===== config.mk =====
export PLATFORM = sky130hd
export DESIGN_NAME = ips_patch_stream_decoder
export DESIGN_NICKNAME = d
export VERILOG_FILES = /design/src/ipsd_pkg.sv /design/src/ips_patch_stream_decoder.sv
export SDC_FILE = /design/constraint.sdc
export NUM_CORES = 1
export LEC_CHECK = 0
export BUFFER_PORTS_ARGS = -buffer_cell sky130_fd_sc_hd__buf_2
export CORE_ASPECT_RATIO = 1.25
export CORE_MARGIN = 3
export CORE_UTILIZATION = 60
export DETAILED_ROUTE_END_ITERATION = 10
export PLACE_DENSITY_LB_ADDON = 0.08
export SYNTH_ARGS = -nofsm -noshare
export SYNTH_HDL_FRONTEND = slang
export SYNTH_SLANG_ARGS = --single-unit

===== constraint.sdc =====
create_clock -name clk -period 5.52 [get_ports clk]
set_input_delay 0.828 -clock clk [delete_from_list [all_inputs] [get_ports clk]]
set_output_delay 0.828 -clock clk [all_outputs]
set_load 0.02 [all_outputs]

===== src/ipsd_pkg.sv =====
`default_nettype none
// ----------------------------------------------------------------------------
// ipsd_pkg
// Shared widths, result codes and header text for the IPS patch stream decoder.
// ----------------------------------------------------------------------------
package ipsd_pkg;

	localparam int unsigned BYTE_W    = 8;
	localparam int unsigned KIND_W    = 2;
	localparam int unsigned ADDR_W    = 25;
	localparam int unsigned LEN_W     = 16;
	localparam int unsigned OFFSET_W  = 24;

	localparam logic [2:0] HDR_LEN      = 3'd5;
	localparam logic [2:0] OFFSET_BYTES = 3'd3;
	localparam logic [2:0] SIZE_BYTES   = 3'd2;

	// "EOF" as a big-endian three-byte offset
	localparam logic [OFFSET_W-1:0] END_MARK = 24'h454F46;

	localparam logic [KIND_W-1:0] KIND_WRITE  = 2'd0;
	localparam logic [KIND_W-1:0] KIND_FILL   = 2'd1;
	localparam logic [KIND_W-1:0] KIND_REJECT = 2'd2;
	localparam logic [KIND_W-1:0] KIND_END    = 2'd3;

	// Expected header byte at each position of "PATCH"
	function automatic logic [BYTE_W-1:0] header_char(input logic [2:0] idx);
		logic [BYTE_W-1:0] ch;
		ch = 8'h00;
		unique case (idx)
			3'd0: ch = 8'h50;
			3'd1: ch = 8'h41;
			3'd2: ch = 8'h54;
			3'd3: ch = 8'h43;
			3'd4: ch = 8'h48;
			default: ch = 8'h00;
		endcase
		return ch;
	endfunction

endpackage
`default_nettype wire


===== src/ips_patch_stream_decoder.sv =====
`default_nettype none
// ----------------------------------------------------------------------------
// ips_patch_stream_decoder
// Parses an IPS patch byte stream: checks the header, then turns each record
// into byte writes or fill commands, and reports a bad header or the end marker.
// ----------------------------------------------------------------------------
//  channel | handshake            | payload
//  --------+----------------------+------------------------------------------
//  in      | in_valid / in_ready  | patch_byte[7:0], first_byte
//  out     | out_valid / out_ready| kind[1:0], address[24:0],
//          |                      | run_length[15:0], value[7:0]
//
//  One byte accepted per cycle unless a held result stalls it; a result passes the
//  input register, then the result register, and is set by the single parse stage.
//  A byte yields zero or one result; matching header bytes, offsets other than
//  the end marker and size bytes yield none.
//  Reset puts the parser in the header phase with all fields cleared.
//  With out_valid high and out_ready low the result register holds and the
//  input register holds its beat; in_ready is high while it can move on.
// ----------------------------------------------------------------------------
module ips_patch_stream_decoder (
	input  wire logic                              clk,
	input  wire logic                              arst_n,
	input  wire logic                              in_valid,
	output logic                                   in_ready,
	input  wire logic [ipsd_pkg::BYTE_W-1:0]       patch_byte,
	input  wire logic                              first_byte,
	output logic                                   out_valid,
	input  wire logic                              out_ready,
	output logic [ipsd_pkg::KIND_W-1:0]            kind,
	output logic [ipsd_pkg::ADDR_W-1:0]            address,
	output logic [ipsd_pkg::LEN_W-1:0]             run_length,
	output logic [ipsd_pkg::BYTE_W-1:0]            value
);

	localparam logic [2:0] PH_HEADER = 3'd0;
	localparam logic [2:0] PH_REJECT = 3'd1;
	localparam logic [2:0] PH_OFFSET = 3'd2;
	localparam logic [2:0] PH_SIZE   = 3'd3;
	localparam logic [2:0] PH_DATA   = 3'd4;
	localparam logic [2:0] PH_FILL   = 3'd5;
	localparam logic [2:0] PH_DONE   = 3'd6;

	// input register
	logic                          valid_s1;
	logic [ipsd_pkg::BYTE_W-1:0]   byte_s1;
	logic                          first_s1;

	// parser state
	logic [2:0]                    phase_q;
	logic [2:0]                    field_count_q;
	logic [ipsd_pkg::ADDR_W-1:0]   record_offset_q;
	logic [ipsd_pkg::LEN_W-1:0]    remaining_q;
	logic                          run_mode_q;

	// result register
	logic                          out_valid_q;
	logic [ipsd_pkg::KIND_W-1:0]   kind_q;
	logic [ipsd_pkg::ADDR_W-1:0]   address_q;
	logic [ipsd_pkg::LEN_W-1:0]    run_length_q;
	logic [ipsd_pkg::BYTE_W-1:0]   value_q;

	logic advance;
	logic parse_go;

	// current state after a possible restart
	logic [2:0]                    ph_c;
	logic [2:0]                    fc_c;
	logic [ipsd_pkg::ADDR_W-1:0]   off_c;
	logic [ipsd_pkg::LEN_W-1:0]    rem_c;
	logic                          run_c;
	logic [2:0]                    fc_inc;
	logic [ipsd_pkg::ADDR_W-1:0]   off_shift;
	logic [ipsd_pkg::LEN_W-1:0]    rem_shift;
	logic [ipsd_pkg::LEN_W-1:0]    rem_dec;

	// next state and result
	logic [2:0]                    ph_n;
	logic [2:0]                    fc_n;
	logic [ipsd_pkg::ADDR_W-1:0]   off_n;
	logic [ipsd_pkg::LEN_W-1:0]    rem_n;
	logic                          run_n;
	logic                          emit;
	logic [ipsd_pkg::KIND_W-1:0]   kind_n;
	logic [ipsd_pkg::ADDR_W-1:0]   addr_n;
	logic [ipsd_pkg::LEN_W-1:0]    len_n;
	logic [ipsd_pkg::BYTE_W-1:0]   val_n;

	assign advance  = !out_valid_q || out_ready;
	assign parse_go = valid_s1 && advance;
	assign in_ready = !valid_s1 || advance;

	always_comb begin
		ph_c  = first_s1 ? PH_HEADER : phase_q;
		fc_c  = first_s1 ? 3'd0 : field_count_q;
		off_c = first_s1 ? '0 : record_offset_q;
		rem_c = first_s1 ? '0 : remaining_q;
		run_c = first_s1 ? 1'b0 : run_mode_q;

		fc_inc    = fc_c + 3'd1;
		off_shift = {1'b0, off_c[ipsd_pkg::OFFSET_W-ipsd_pkg::BYTE_W-1:0], byte_s1};
		rem_shift = {rem_c[ipsd_pkg::LEN_W-ipsd_pkg::BYTE_W-1:0], byte_s1};
		rem_dec   = rem_c - 16'd1;

		ph_n   = ph_c;
		fc_n   = fc_c;
		off_n  = off_c;
		rem_n  = rem_c;
		run_n  = run_c;
		emit   = 1'b0;
		kind_n = ipsd_pkg::KIND_WRITE;
		addr_n = '0;
		len_n  = '0;
		val_n  = '0;

		unique case (ph_c)
			PH_HEADER: begin
				if (fc_c >= ipsd_pkg::HDR_LEN || byte_s1 != ipsd_pkg::header_char(fc_c)) begin
					ph_n   = PH_REJECT;
					fc_n   = 3'd0;
					emit   = 1'b1;
					kind_n = ipsd_pkg::KIND_REJECT;
				end else if (fc_inc == ipsd_pkg::HDR_LEN) begin
					ph_n  = PH_OFFSET;
					fc_n  = 3'd0;
					off_n = '0;
				end else begin
					fc_n = fc_inc;
				end
			end
			PH_OFFSET: begin
				off_n = off_shift;
				fc_n  = fc_inc;
				if (fc_inc >= ipsd_pkg::OFFSET_BYTES) begin
					fc_n = 3'd0;
					if (off_shift[ipsd_pkg::OFFSET_W-1:0] == ipsd_pkg::END_MARK) begin
						ph_n   = PH_DONE;
						emit   = 1'b1;
						kind_n = ipsd_pkg::KIND_END;
					end else begin
						ph_n  = PH_SIZE;
						rem_n = '0;
						run_n = 1'b0;
					end
				end
			end
			PH_SIZE: begin
				rem_n = rem_shift;
				fc_n  = fc_inc;
				if (fc_inc >= ipsd_pkg::SIZE_BYTES) begin
					fc_n = 3'd0;
					// zero size: the next two bytes are the run count
					priority if (run_c) begin
						ph_n = PH_FILL;
					end else if (rem_shift == '0) begin
						run_n = 1'b1;
					end else begin
						ph_n = PH_DATA;
					end
				end
			end
			PH_DATA: begin
				emit   = 1'b1;
				kind_n = ipsd_pkg::KIND_WRITE;
				addr_n = off_c;
				len_n  = 16'd1;
				val_n  = byte_s1;
				off_n  = off_c + 25'd1;
				rem_n  = rem_dec;
				if (rem_dec == '0) begin
					ph_n  = PH_OFFSET;
					off_n = '0;
				end
			end
			PH_FILL: begin
				emit   = 1'b1;
				kind_n = ipsd_pkg::KIND_FILL;
				addr_n = off_c;
				len_n  = rem_c;
				val_n  = byte_s1;
				ph_n   = PH_OFFSET;
				run_n  = 1'b0;
				rem_n  = '0;
				off_n  = '0;
			end
			default: begin
				// rejected or ended: drop the byte
			end
		endcase
	end

	always_ff @(posedge clk or negedge arst_n) begin
		if (!arst_n) begin
			valid_s1 <= 1'b0;
		end else if (in_ready) begin
			valid_s1 <= in_valid;
		end
	end

	always_ff @(posedge clk) begin
		if (in_ready && in_valid) begin
			byte_s1  <= patch_byte;
			first_s1 <= first_byte;
		end
	end

	always_ff @(posedge clk or negedge arst_n) begin
		if (!arst_n) begin
			phase_q         <= PH_HEADER;
			field_count_q   <= 3'd0;
			record_offset_q <= '0;
			remaining_q     <= '0;
			run_mode_q      <= 1'b0;
		end else if (parse_go) begin
			phase_q         <= ph_n;
			field_count_q   <= fc_n;
			record_offset_q <= off_n;
			remaining_q     <= rem_n;
			run_mode_q      <= run_n;
		end
	end

	always_ff @(posedge clk or negedge arst_n) begin
		if (!arst_n) begin
			out_valid_q <= 1'b0;
		end else if (advance) begin
			out_valid_q <= valid_s1 && emit;
		end
	end

	always_ff @(posedge clk) begin
		if (parse_go && emit) begin
			kind_q       <= kind_n;
			address_q    <= addr_n;
			run_length_q <= len_n;
			value_q      <= val_n;
		end
	end

	assign out_valid  = out_valid_q;
	assign kind       = kind_q;
	assign address    = address_q;
	assign run_length = run_length_q;
	assign value      = value_q;

`ifndef SYNTH
	a_status_fields_zero: assert property (@(posedge clk) disable iff (!arst_n)
		out_valid_q && (kind_q == ipsd_pkg::KIND_REJECT || kind_q == ipsd_pkg::KIND_END)
		|-> address_q == '0 && run_length_q == '0 && value_q == '0)
		else $error("status result carries non-zero fields");

	a_write_len_one: assert property (@(posedge clk) disable iff (!arst_n)
		out_valid_q && kind_q == ipsd_pkg::KIND_WRITE |-> run_length_q == 16'd1)
		else $error("byte write with run length other than one");

	a_dead_phase_silent: assert property (@(posedge clk) disable iff (!arst_n)
		parse_go && !first_s1 && (phase_q == PH_DONE || phase_q == PH_REJECT)
		|=> !out_valid_q)
		else $error("result produced after end or reject");

	a_header_count: assert property (@(posedge clk) disable iff (!arst_n)
		phase_q == PH_HEADER |-> field_count_q < ipsd_pkg::HDR_LEN)
		else $error("header byte count overran");

	a_run_mode_phase: assert property (@(posedge clk) disable iff (!arst_n)
		run_mode_q |-> phase_q == PH_SIZE || phase_q == PH_FILL)
		else $error("run mode set outside size or fill phase");
`endif

endmodule
`default_nettype wire

==> impl_metrics.prom, run 1 <==
# TYPE chip_impl_metric gauge
chip_impl_metric{name="htree_levels",unit=""} 3
chip_impl_metric{name="die_width",unit="µm"} 97.8
chip_impl_metric{name="max_cap_violations",unit=""} 0
chip_impl_metric{name="synth-compound-area-share",unit="%"} 17.1
chip_impl_metric{name="drv_slew",unit=""} 0
chip_impl_info{name="worst_hold_launch",value="field_count_q[2]"} 1
chip_impl_metric{name="wire_per_inst",unit="µm"} 21.7
chip_impl_metric{name="multi_input_area",unit="µm²"} 2980
chip_impl_info{name="worstSetupStartpointType",value="flop"} 1
chip_impl_metric{name="buffer_ports.inserted",unit=""} 65
chip_impl_metric{name="post_cts_buffers",unit=""} 0
chip_impl_metric{name="timing.critical_path.buf_inv",unit=""} 4
chip_impl_metric{name="ant_nets",unit=""} 0
chip_impl_metric{name="post_cts_resize_count",unit=""} 0
chip_impl_metric{name="fillCellCount",unit=""} 822
chip_impl_metric{name="number_of_enable_flip_flop_cells_after_synthesis",unit=""} 60
chip_impl_info{name="critical-path-top-cell-by-count",value="inv_1"} 1
chip_impl_metric{name="synth_sequential_area_ratio",unit="%"} 48.3
chip_impl_metric{name="postPlaceCellArea",unit="µm²"} 6660
chip_impl_metric{name="placedCellCount",unit=""} 804
chip_impl_metric{name="drive_gt1_share",unit="%"} 16.8
chip_impl_metric{name="start_util",unit="%"} 61.9
chip_impl_info{name="main_combinational_cell_family_by_area_after_synthesis",value="simple AND/OR/NAND/NOR gates"} 1
chip_impl_metric{name="syn-num-nets",unit=""} 670
chip_impl_metric{name="worst-endpoint-arrival",unit="ns"} 4.40
chip_impl_metric{name="mappedNetlistArea",unit="µm²"} 6320
chip_impl_info{name="setup.worst_path.start",value="first_s1"} 1
chip_impl_info{name="cts_root_buf",value="clkbuf_16"} 1
chip_impl_metric{name="fmax",unit="MHz"} 241
chip_impl_metric{name="drt_iter0_markers",unit=""} 630
chip_impl_metric{name="cts_buffers",unit=""} 9
chip_impl_metric{name="critical_path.max_fanout",unit=""} 22
chip_impl_metric{name="initial_antenna_violation_count",unit=""} 0
chip_impl_metric{name="power.leakage",unit="nW"} 2.88
chip_impl_metric{name="via_count",unit=""} 5587
chip_impl_metric{name="antenna_cells",unit=""} 0
chip_impl_metric{name="post_synth_inst_count",unit=""} 646
chip_impl_metric{name="fin_util",unit="%"} 68.0
chip_impl_metric{name="portion_of_netlist_area_occupied_by_mux_cells",unit="%"} 0.317
chip_impl_metric{name="final_min_period_over_clock_period",unit="%"} 75.2
chip_impl_metric{name="power-per-cell-area",unit="nW/µm²"} 400
chip_impl_metric{name="worstPathRequired",unit="ns"} 5.77
chip_impl_metric{name="fraction_of_synthesized_cell_area_in_xor_and_xnor_cells",unit="%"} 1.80
chip_impl_metric{name="timing.setup.tns",unit="ns"} 0
chip_impl_metric{name="timing.slew.headroom",unit="%"} 15.9
chip_impl_metric{name="floorplan.io_pins",unit=""} 66
chip_impl_info{name="run_status",value="completed"} 1
chip_impl_info{name="path_class",value="flop to flop"} 1
chip_impl_metric{name="postLayoutCellArea",unit="µm²"} 6940
chip_impl_metric{name="synth_cell_types",unit=""} 75
chip_impl_metric{name="synth-adder-area-share",unit="%"} 2.18
chip_impl_info{name="critical_path.cell_chain",value="inv_1 > nand2_1 > inv_1 > ha_1 > ha_1 > inv_1 > a211o_1 > o21ai_1 > a21oi_1 > o31ai_1 > buf_4 > nand2_1 > o21ai_0"} 1
chip_impl_metric{name="finalClockSkew",unit="ns"} 0.0101
chip_impl_metric{name="grt_first_pass_wirelength",unit="µm"} 28500
chip_impl_info{name="clock_tree_from_tritoncts",value="done"} 1
chip_impl_metric{name="synth_simple_gate_area_share",unit="%"} 25.6
chip_impl_metric{name="detailedRoute.firstPassIterationCount",unit=""} 6
chip_impl_metric{name="drcViolationCount",unit=""} 0
chip_impl_metric{name="die_area",unit="µm²"} 11800
chip_impl_info{name="ys.flop_type",value="edfxtp_1"} 1
chip_impl_metric{name="fp.coreArea",unit="µm²"} 10200
chip_impl_metric{name="combined_global_route_utilization_of_all_metal_layers",unit="%"} 30.5
chip_impl_metric{name="yosys_register_bits",unit=""} 110
chip_impl_metric{name="fin_total_pwr",unit="W"} 0.00278
chip_impl_metric{name="net_count_reported_at_finish",unit=""} 710
chip_impl_info{name="grt_setup_unrepaired",value="false"} 1
chip_impl_metric{name="report.final.hold_viol_count",unit=""} 0
chip_impl_metric{name="gp_congestion",unit=""} 0.952
chip_impl_info{name="critPathCaptureType",value="flop"} 1
chip_impl_info{name="family_of_cells_with_the_greatest_summed_delay_on_the_critical_path",value="compound AO/OA/AOI/OAI gates"} 1
chip_impl_metric{name="grt_max_degree",unit=""} 51
chip_impl_metric{name="area.growth.synth_to_final",unit="%"} 9.88
chip_impl_info{name="critical_path.reg2reg.startpoint",value="first_s1"} 1
chip_impl_metric{name="cts_num_sinks",unit=""} 110
chip_impl_metric{name="cts_hold_buffers_added",unit=""} 0
chip_impl_metric{name="irDropWorstVdd",unit="mV"} 0.206
chip_impl_metric{name="stdcell_count",unit=""} 820
chip_impl_metric{name="placement_rows",unit=""} 41
chip_impl_info{name="holdCritPathClass",value="flop to flop"} 1
chip_impl_metric{name="area_used_by_sequential_logic_in_the_layout",unit="µm²"} 3050
chip_impl_metric{name="global_route.overflow_total",unit=""} 0
chip_impl_metric{name="cts.reportedPaths.clkPinSlew",unit="ns"} 0.07
chip_impl_metric{name="clock_latency",unit="ns"} 0.35
chip_impl_metric{name="dp_hpwl",unit="µm"} 11900
chip_impl_metric{name="worst-slew-pin-transition",unit="ns"} 1.26
chip_impl_metric{name="number_of_global_route_vias_before_repair",unit=""} 5422
chip_impl_metric{name="wirelength",unit="µm"} 17800
chip_impl_metric{name="ys_async_sr_fraction",unit="%"} 45.5
chip_impl_metric{name="fp.dieH",unit="µm"} 121
chip_impl_info{name="cp_slowest_cell",value="o31ai_1"} 1
chip_impl_metric{name="ys_warn_count",unit=""} 0
chip_impl_metric{name="viasPerCell",unit=""} 6.81
chip_impl_metric{name="largest_stage_delay_on_the_critical_path",unit="ns"} 0.94
chip_impl_metric{name="syn-mean-instance-area",unit="µm²"} 9.78
chip_impl_metric{name="finalSetupViolCount",unit=""} 0
chip_impl_metric{name="cts_buffer_depth",unit=""} 2
chip_impl_metric{name="period_minus_slack",unit="ns"} 4.15
final cells by class:
cell class | count | share of cell area, %
Clock buffer | 10 | 3.30
Clock inverter | 6 | 0.865
Inverter | 15 | 0.811
Multi-Input combinational cell | 475 | 43.0
Sequential cell | 110 | 44.0
Tap cell | 129 | 2.32
Timing Repair Buffer | 75 | 5.77
placed cells by master, fill, tap and decap left out, drive strengths merged, types with 7 or more instances in the layout:
cell type	count
nor2	43
and3	49
nand2b	8
dfrtp	50
nand2	71
buf	75
a21oi	35
nor2b	14
and2	9
edfxtp	60
inv	16
xor2	7
nand4	7
nand3	31
nor4	10
o31ai	8
ha	11
o21ai	37
a22oi	11
nor3	26
clkbuf	10
o211ai	7
final timing paths:
| check | slack, ns | end | cells past startpoint |
|---|---|---|---|
| setup / recovery | 1.37 | remaining_q[2] | 13 |
| hold / removal | 0.52 | field_count_q[2] | 1 |
| setup reg to reg | 1.37 | remaining_q[2] | 13 |
| hold reg to reg | 0.52 | field_count_q[2] | 1 |
| max in group asynchronous | 4.45 | remaining_q[14] | 2 |
| min in group asynchronous | 0.59 | record_offset_q[19] | 2 |
logic make-up (layout without fill, tap and decap cells):
family	after synthesis	in the layout
flip-flops	110	110
buffers and inverters	61	106
AND/OR/NAND/NOR	297	297
adder cells (fa/ha/maj)	11	11
multiplexers	2	2
AO/OA/AOI/OAI	152	152
XOR/XNOR	13	13
cells in the mapped netlist (3+ instances only):
cell,count,area share [%]
a211oi_1,4,0.48
a21o_1,5,0.59
a21oi_1,35,2.8
a221o_1,3,0.48
a221oi_2,3,0.71
a22o_1,5,0.69
a22oi_1,11,1.3
a31oi_1,5,0.49
a41oi_2,3,0.77
and2_1,9,0.89
and3_1,49,4.9
and4_1,3,0.42
and4b_1,4,0.63
buf_4,3,0.36
buf_6,7,1.2
clkbuf_1,34,2.0
dfrtp_1,50,20
edfxtp_1,60,29
ha_1,11,2.2
inv_1,15,0.89
nand2_1,71,4.2
nand2b_1,7,0.69
nand3_1,31,2.5
nand4_1,7,0.69
nor2_1,41,2.4
nor2b_1,14,1.4
nor3_1,24,1.9
nor4_1,9,0.89
o211ai_1,7,0.83
o21ai_0,32,2.5
o21ai_1,4,0.32
o31ai_1,7,0.83
or2_2,4,0.40
or3_1,4,0.40
xnor2_1,6,0.83
xor2_1,7,0.97
power by group:
part	total (W)	internal [W]	switching [W]	leakage, nW
Combinational	0.000930	0.000330	0.000599	1.48
Clock	0.000647	0.000351	0.000296	0.140
Sequential	0.00120	0.00101	0.000188	1.26
per-layer routing:
metal | global-route usage, % | vias up | wire (µm)
met5 | 0 | - | 0
met4 | 14.5 | 0 | 529
met3 | 5.02 | 52 | 1610
met2 | 50.2 | 338 | 8570
met1 | 39.5 | 2705 | 7050
li1 | - | 2492 | -
through the flow:
step / setup WS, ns / hold WS, ns
after floorplan: 0.471 / 0.465
after global placement: 1.59 / 0.489
after detailed placement: 1.48 / 0.502
after CTS: 1.45 / 0.521
after global routing: 1.04 / 0.536
final: 1.37 / 0.518
flip-flops by register name (all words and copies together) (netlist names):
name	flops
address	25
byte_s1	8
field_count_q	3
first_s1	1
kind	2
out_valid	1
phase_q	3
record_offset_q	25
remaining_q	16
run_length	16
run_mode_q	1
valid_s1	1
value	8
No activity file was read; power rests on OpenSTA's default activity.
==> inputs of run 2 (changes only) <==
- ABC_AREA: not set -> 1
- CORE_UTILIZATION: 60 -> 55
- clock period: 5.52 -> 3.7 ns (I/O delays scaled with it)
==> run 2 against run 1 <==
Against the previous run: cell area increased by 15%; global-route usage decreased by 2.2 points; core utilization decreased by 5.5 points; setup slack got worse by 0.78 ns; critical path depth increased by 2; sequential cell count unchanged; critical path type unchanged; synthesized cell count increased by 55%; sequential power increased by 66%.
==> impl_metrics.prom, run 2 <==
# TYPE chip_impl_metric gauge
chip_impl_metric{name="post_cts_buffers",unit=""} 0
chip_impl_metric{name="clock_latency",unit="ns"} 0.37
chip_impl_info{name="synth_top_cells_by_count",value="nand2_1, nor2_1, inv_1"} 1
chip_impl_metric{name="synth.top_cell.area_share",unit="%"} 25.0
chip_impl_metric{name="combined_global_route_utilization_of_all_metal_layers",unit="%"} 28.3
chip_impl_metric{name="synth_sequential_area_ratio",unit="%"} 42.4
chip_impl_metric{name="stdcell_count",unit=""} 1223
chip_impl_metric{name="cell_internal_pwr",unit="W"} 0.00299
chip_impl_metric{name="cts_buffer_depth",unit=""} 2
chip_impl_metric{name="drv_slew",unit=""} 0
chip_impl_metric{name="timing.slew.headroom",unit="%"} 45.7
chip_impl_metric{name="syn-num-nets",unit=""} 1023
chip_impl_info{name="ys.flop_type",value="edfxtp_1"} 1
chip_impl_info{name="cts_root_buf",value="clkbuf_16"} 1
chip_impl_info{name="yosysMostFrequentCell",value="nand2_1"} 1
chip_impl_metric{name="final_min_period_over_clock_period",unit="%"} 84.1
chip_impl_metric{name="mappedNetlistArea",unit="µm²"} 7200
chip_impl_metric{name="finalClockSkew",unit="ns"} 0.00735
chip_impl_metric{name="ys_warn_count",unit=""} 0
chip_impl_metric{name="wirelength",unit="µm"} 19600
chip_impl_metric{name="placement_rows",unit=""} 46
chip_impl_metric{name="worst-endpoint-arrival",unit="ns"} 3.36
chip_impl_metric{name="fmax",unit="MHz"} 321
chip_impl_metric{name="power_frac_comb",unit="%"} 48.0
chip_impl_metric{name="netSwitchingFraction",unit="%"} 47.0
chip_impl_metric{name="dp_hpwl",unit="µm"} 13600
chip_impl_info{name="clock_tree_from_tritoncts",value="done"} 1
chip_impl_metric{name="synth_cell_types",unit=""} 38
chip_impl_metric{name="report.final.hold_viol_count",unit=""} 0
chip_impl_metric{name="fp.coreArea",unit="µm²"} 12700
chip_impl_metric{name="fin_worst_hold_slack",unit="ns"} 0.281
chip_impl_metric{name="net_count_reported_at_finish",unit=""} 1074
chip_impl_metric{name="cts_hold_buffers_added",unit=""} 0
chip_impl_metric{name="critical_path.max_fanout",unit=""} 27
chip_impl_metric{name="irDropWorstVdd",unit="mV"} 0.317
chip_impl_info{name="netlist_top_cells_area",value="edfxtp_1, dfrtp_1, nand2_1"} 1
chip_impl_metric{name="grt_max_degree",unit=""} 57
chip_impl_info{name="worstSetupStartpointType",value="flop"} 1
chip_impl_metric{name="grt_first_pass_wirelength",unit="µm"} 32000
chip_impl_metric{name="placedCellCount",unit=""} 1207
chip_impl_metric{name="ant_nets",unit=""} 0
chip_impl_metric{name="share_clk_of_total_power",unit="%"} 16.7
chip_impl_metric{name="cts_buffers",unit=""} 9
chip_impl_info{name="run_status",value="completed"} 1
chip_impl_metric{name="worstPathRequired",unit="ns"} 3.95
chip_impl_metric{name="drcViolationCount",unit=""} 0
chip_impl_metric{name="power-per-cell-area",unit="nW/µm²"} 710
chip_impl_metric{name="buffer_ports.inserted",unit=""} 65
chip_impl_metric{name="rrSetupSlack",unit="ns"} 0.59
chip_impl_metric{name="number_of_enable_flip_flop_cells_after_synthesis",unit=""} 60
chip_impl_info{name="holdCritPathClass",value="input pin to async pin"} 1
chip_impl_info{name="most-common-layout-cells",value="nand2_1, nor2_1, inv_1"} 1
chip_impl_metric{name="worst-slew-pin-transition",unit="ns"} 0.815
chip_impl_metric{name="drt_iter0_markers",unit=""} 451
chip_impl_info{name="critPathCaptureType",value="flop"} 1
chip_impl_metric{name="global_route.overflow_total",unit=""} 0
chip_impl_metric{name="worstRegToRegCells",unit=""} 15
chip_impl_metric{name="cts.reportedPaths.clkPinSlew",unit="ns"} 0.08
chip_impl_metric{name="antenna_cells",unit=""} 0
chip_impl_metric{name="switching_power",unit="W"} 0.00265
chip_impl_metric{name="floorplan.io_pins",unit=""} 66
chip_impl_metric{name="die_width",unit="µm"} 108
chip_impl_metric{name="wire_per_inst",unit="µm"} 16.0
chip_impl_info{name="layout.cells.most_common",value="nand2_1"} 1
chip_impl_metric{name="ys_async_sr_fraction",unit="%"} 45.5
chip_impl_metric{name="timing.setup.tns",unit="ns"} 0
chip_impl_info{name="crit-reg2reg-capture",value="phase_q[2]"} 1
chip_impl_info{name="critical_path.reg2reg.startpoint",value="first_s1"} 1
chip_impl_metric{name="yosys_register_bits",unit=""} 110
chip_impl_metric{name="htree_levels",unit=""} 3
chip_impl_info{name="synthDominantAreaCellType",value="edfxtp_1"} 1
chip_impl_metric{name="initial_antenna_violation_count",unit=""} 0
chip_impl_metric{name="fp.dieH",unit="µm"} 134
chip_impl_info{name="grt_setup_unrepaired",value="false"} 1
chip_impl_metric{name="finalSetupViolCount",unit=""} 0
chip_impl_metric{name="post_synth_inst_count",unit=""} 999
chip_impl_metric{name="period_minus_slack",unit="ns"} 3.11
chip_impl_metric{name="drive_gt1_share",unit="%"} 12.8
chip_impl_metric{name="die_area",unit="µm²"} 14500
chip_impl_metric{name="cts_num_sinks",unit=""} 110
chip_impl_metric{name="syn-mean-instance-area",unit="µm²"} 7.20
chip_impl_metric{name="gp_congestion",unit=""} 0.938
chip_impl_metric{name="detailedRoute.firstPassIterationCount",unit=""} 5
chip_impl_metric{name="max_cap_violations",unit=""} 0
chip_impl_metric{name="viasPerCell",unit=""} 5.46
chip_impl_metric{name="power.leakage",unit="nW"} 3.78
chip_impl_metric{name="area.growth.synth_to_final",unit="%"} 10.6
chip_impl_metric{name="via_count",unit=""} 6675
chip_impl_info{name="path_class",value="flop to flop"} 1
chip_impl_metric{name="post_cts_resize_count",unit=""} 0
chip_impl_metric{name="start_util",unit="%"} 56.6
chip_impl_metric{name="number_of_global_route_vias_before_repair",unit=""} 6434
chip_impl_metric{name="sequentialPowerShare",unit="%"} 35.3
[run 2: cell count changes after synthesis, sizes merged, moves of 9 or more]
| cell | change |
|---|---|
| a21oi | +24 |
| and2 | -9 |
| and3 | -48 |
| clkbuf | -11 |
| clkinv | +15 |
| inv | +111 |
| nand2 | +207 |
| nand3 | +45 |
| nand3b | +10 |
| nor2 | +103 |
| nor2b | -14 |
| nor3 | -10 |
| o22ai | +13 |
| xor2 | +17 |
[run 2: power by group through the flow]
| stage | Clock, W | Combinational [W] | Sequential, W |
|---|---|---|---|
| after global routing | 0.00101 | 0.00305 | 0.00204 |
| after floorplan | 0 | 0.00185 | 0.00210 |
| after global placement | 0 | 0.00265 | 0.00200 |
| after CTS | 0.000960 | 0.00269 | 0.00198 |
| after detailed placement | 0 | 0.00268 | 0.00200 |
| final | 0.000944 | 0.00271 | 0.00199 |
[run 2: cells by family (layout without fill, tap and decap cells)]
| logic type | count (synthesis) | after routing | share of synthesized area, % |
|---|---|---|---|
| AND/OR/NAND/NOR | 546 | 546 | 32.5 |
| buffers and inverters | 181 | 237 | 10.3 |
| AO/OA/AOI/OAI | 126 | 126 | 9.79 |
| flip-flops | 110 | 110 | 42.4 |
| XOR/XNOR | 25 | 25 | 3.04 |
| adder cells (fa/ha/maj) | 11 | 11 | 1.91 |
[run 2: layout make-up]
| class | instances | area (µm²) |
|---|---|---|
| clock buffer | 9 | 225 |
| inverter | 141 | 534 |
| tap | 168 | 210 |
| fill | 1225 | 4760 |
| clock inverter | 7 | 58.8 |
| sequential | 110 | 3050 |
| multi-input combinational | 708 | 3420 |
| timing repair buffer | 80 | 450 |
[run 2: layer usage]
metal  vias up  global-route usage, %  wire (µm)
li1       3313                      -          -
met1      3042                   35.1       7920
met2       266                   48.4       9730
met3        54                   3.23       1200
met4         0                   14.3        713
met5         -                      0          0
[run 2: how the worst max path moves through the flow]
stage,start,depth (start not counted),endpoint,slack (ns)
2_1_floorplan,first_s1,12,address[0],0.44
3_3_place_gp,first_s1,11,address[19],0.74
3_5_place_dp,first_s1,15,address[19],0.67
4_1_cts,first_s1,15,address[24],0.65
5_1_grt,first_s1,15,phase_q[2],0.37
6_report,first_s1,15,phase_q[2],0.59
[run 2: metrics by stage]
stage	worst slack [ns]	cell area (µm²)	utilization, %	total power [W]
CTS	0.645	7960	62.5	0.00563
detailed placement	0.669	7670	60.3	0.00468
finish	0.588	7960	62.5	0.00565
floorplan	0.435	7210	-	0.00395
global placement	0.739	7670	60.3	0.00466
global route	0.371	7960	62.5	0.00610
[run 2: worst max-delay path, stage by stage (launching register included)]
cell	delay (ns)
edfxtp_1	0.48
buf_4	0.40
nor2_2	0.13
inv_2	0.13
ha_1	0.24
inv_1	0.11
nor2_1	0.23
nand2_1	0.11
xor2_1	0.18
nand2_1	0.08
nor2_2	0.16
nand3_4	0.32
nand3_1	0.19
nand2_1	0.06
nand2_1	0.05
o21ai_0	0.10
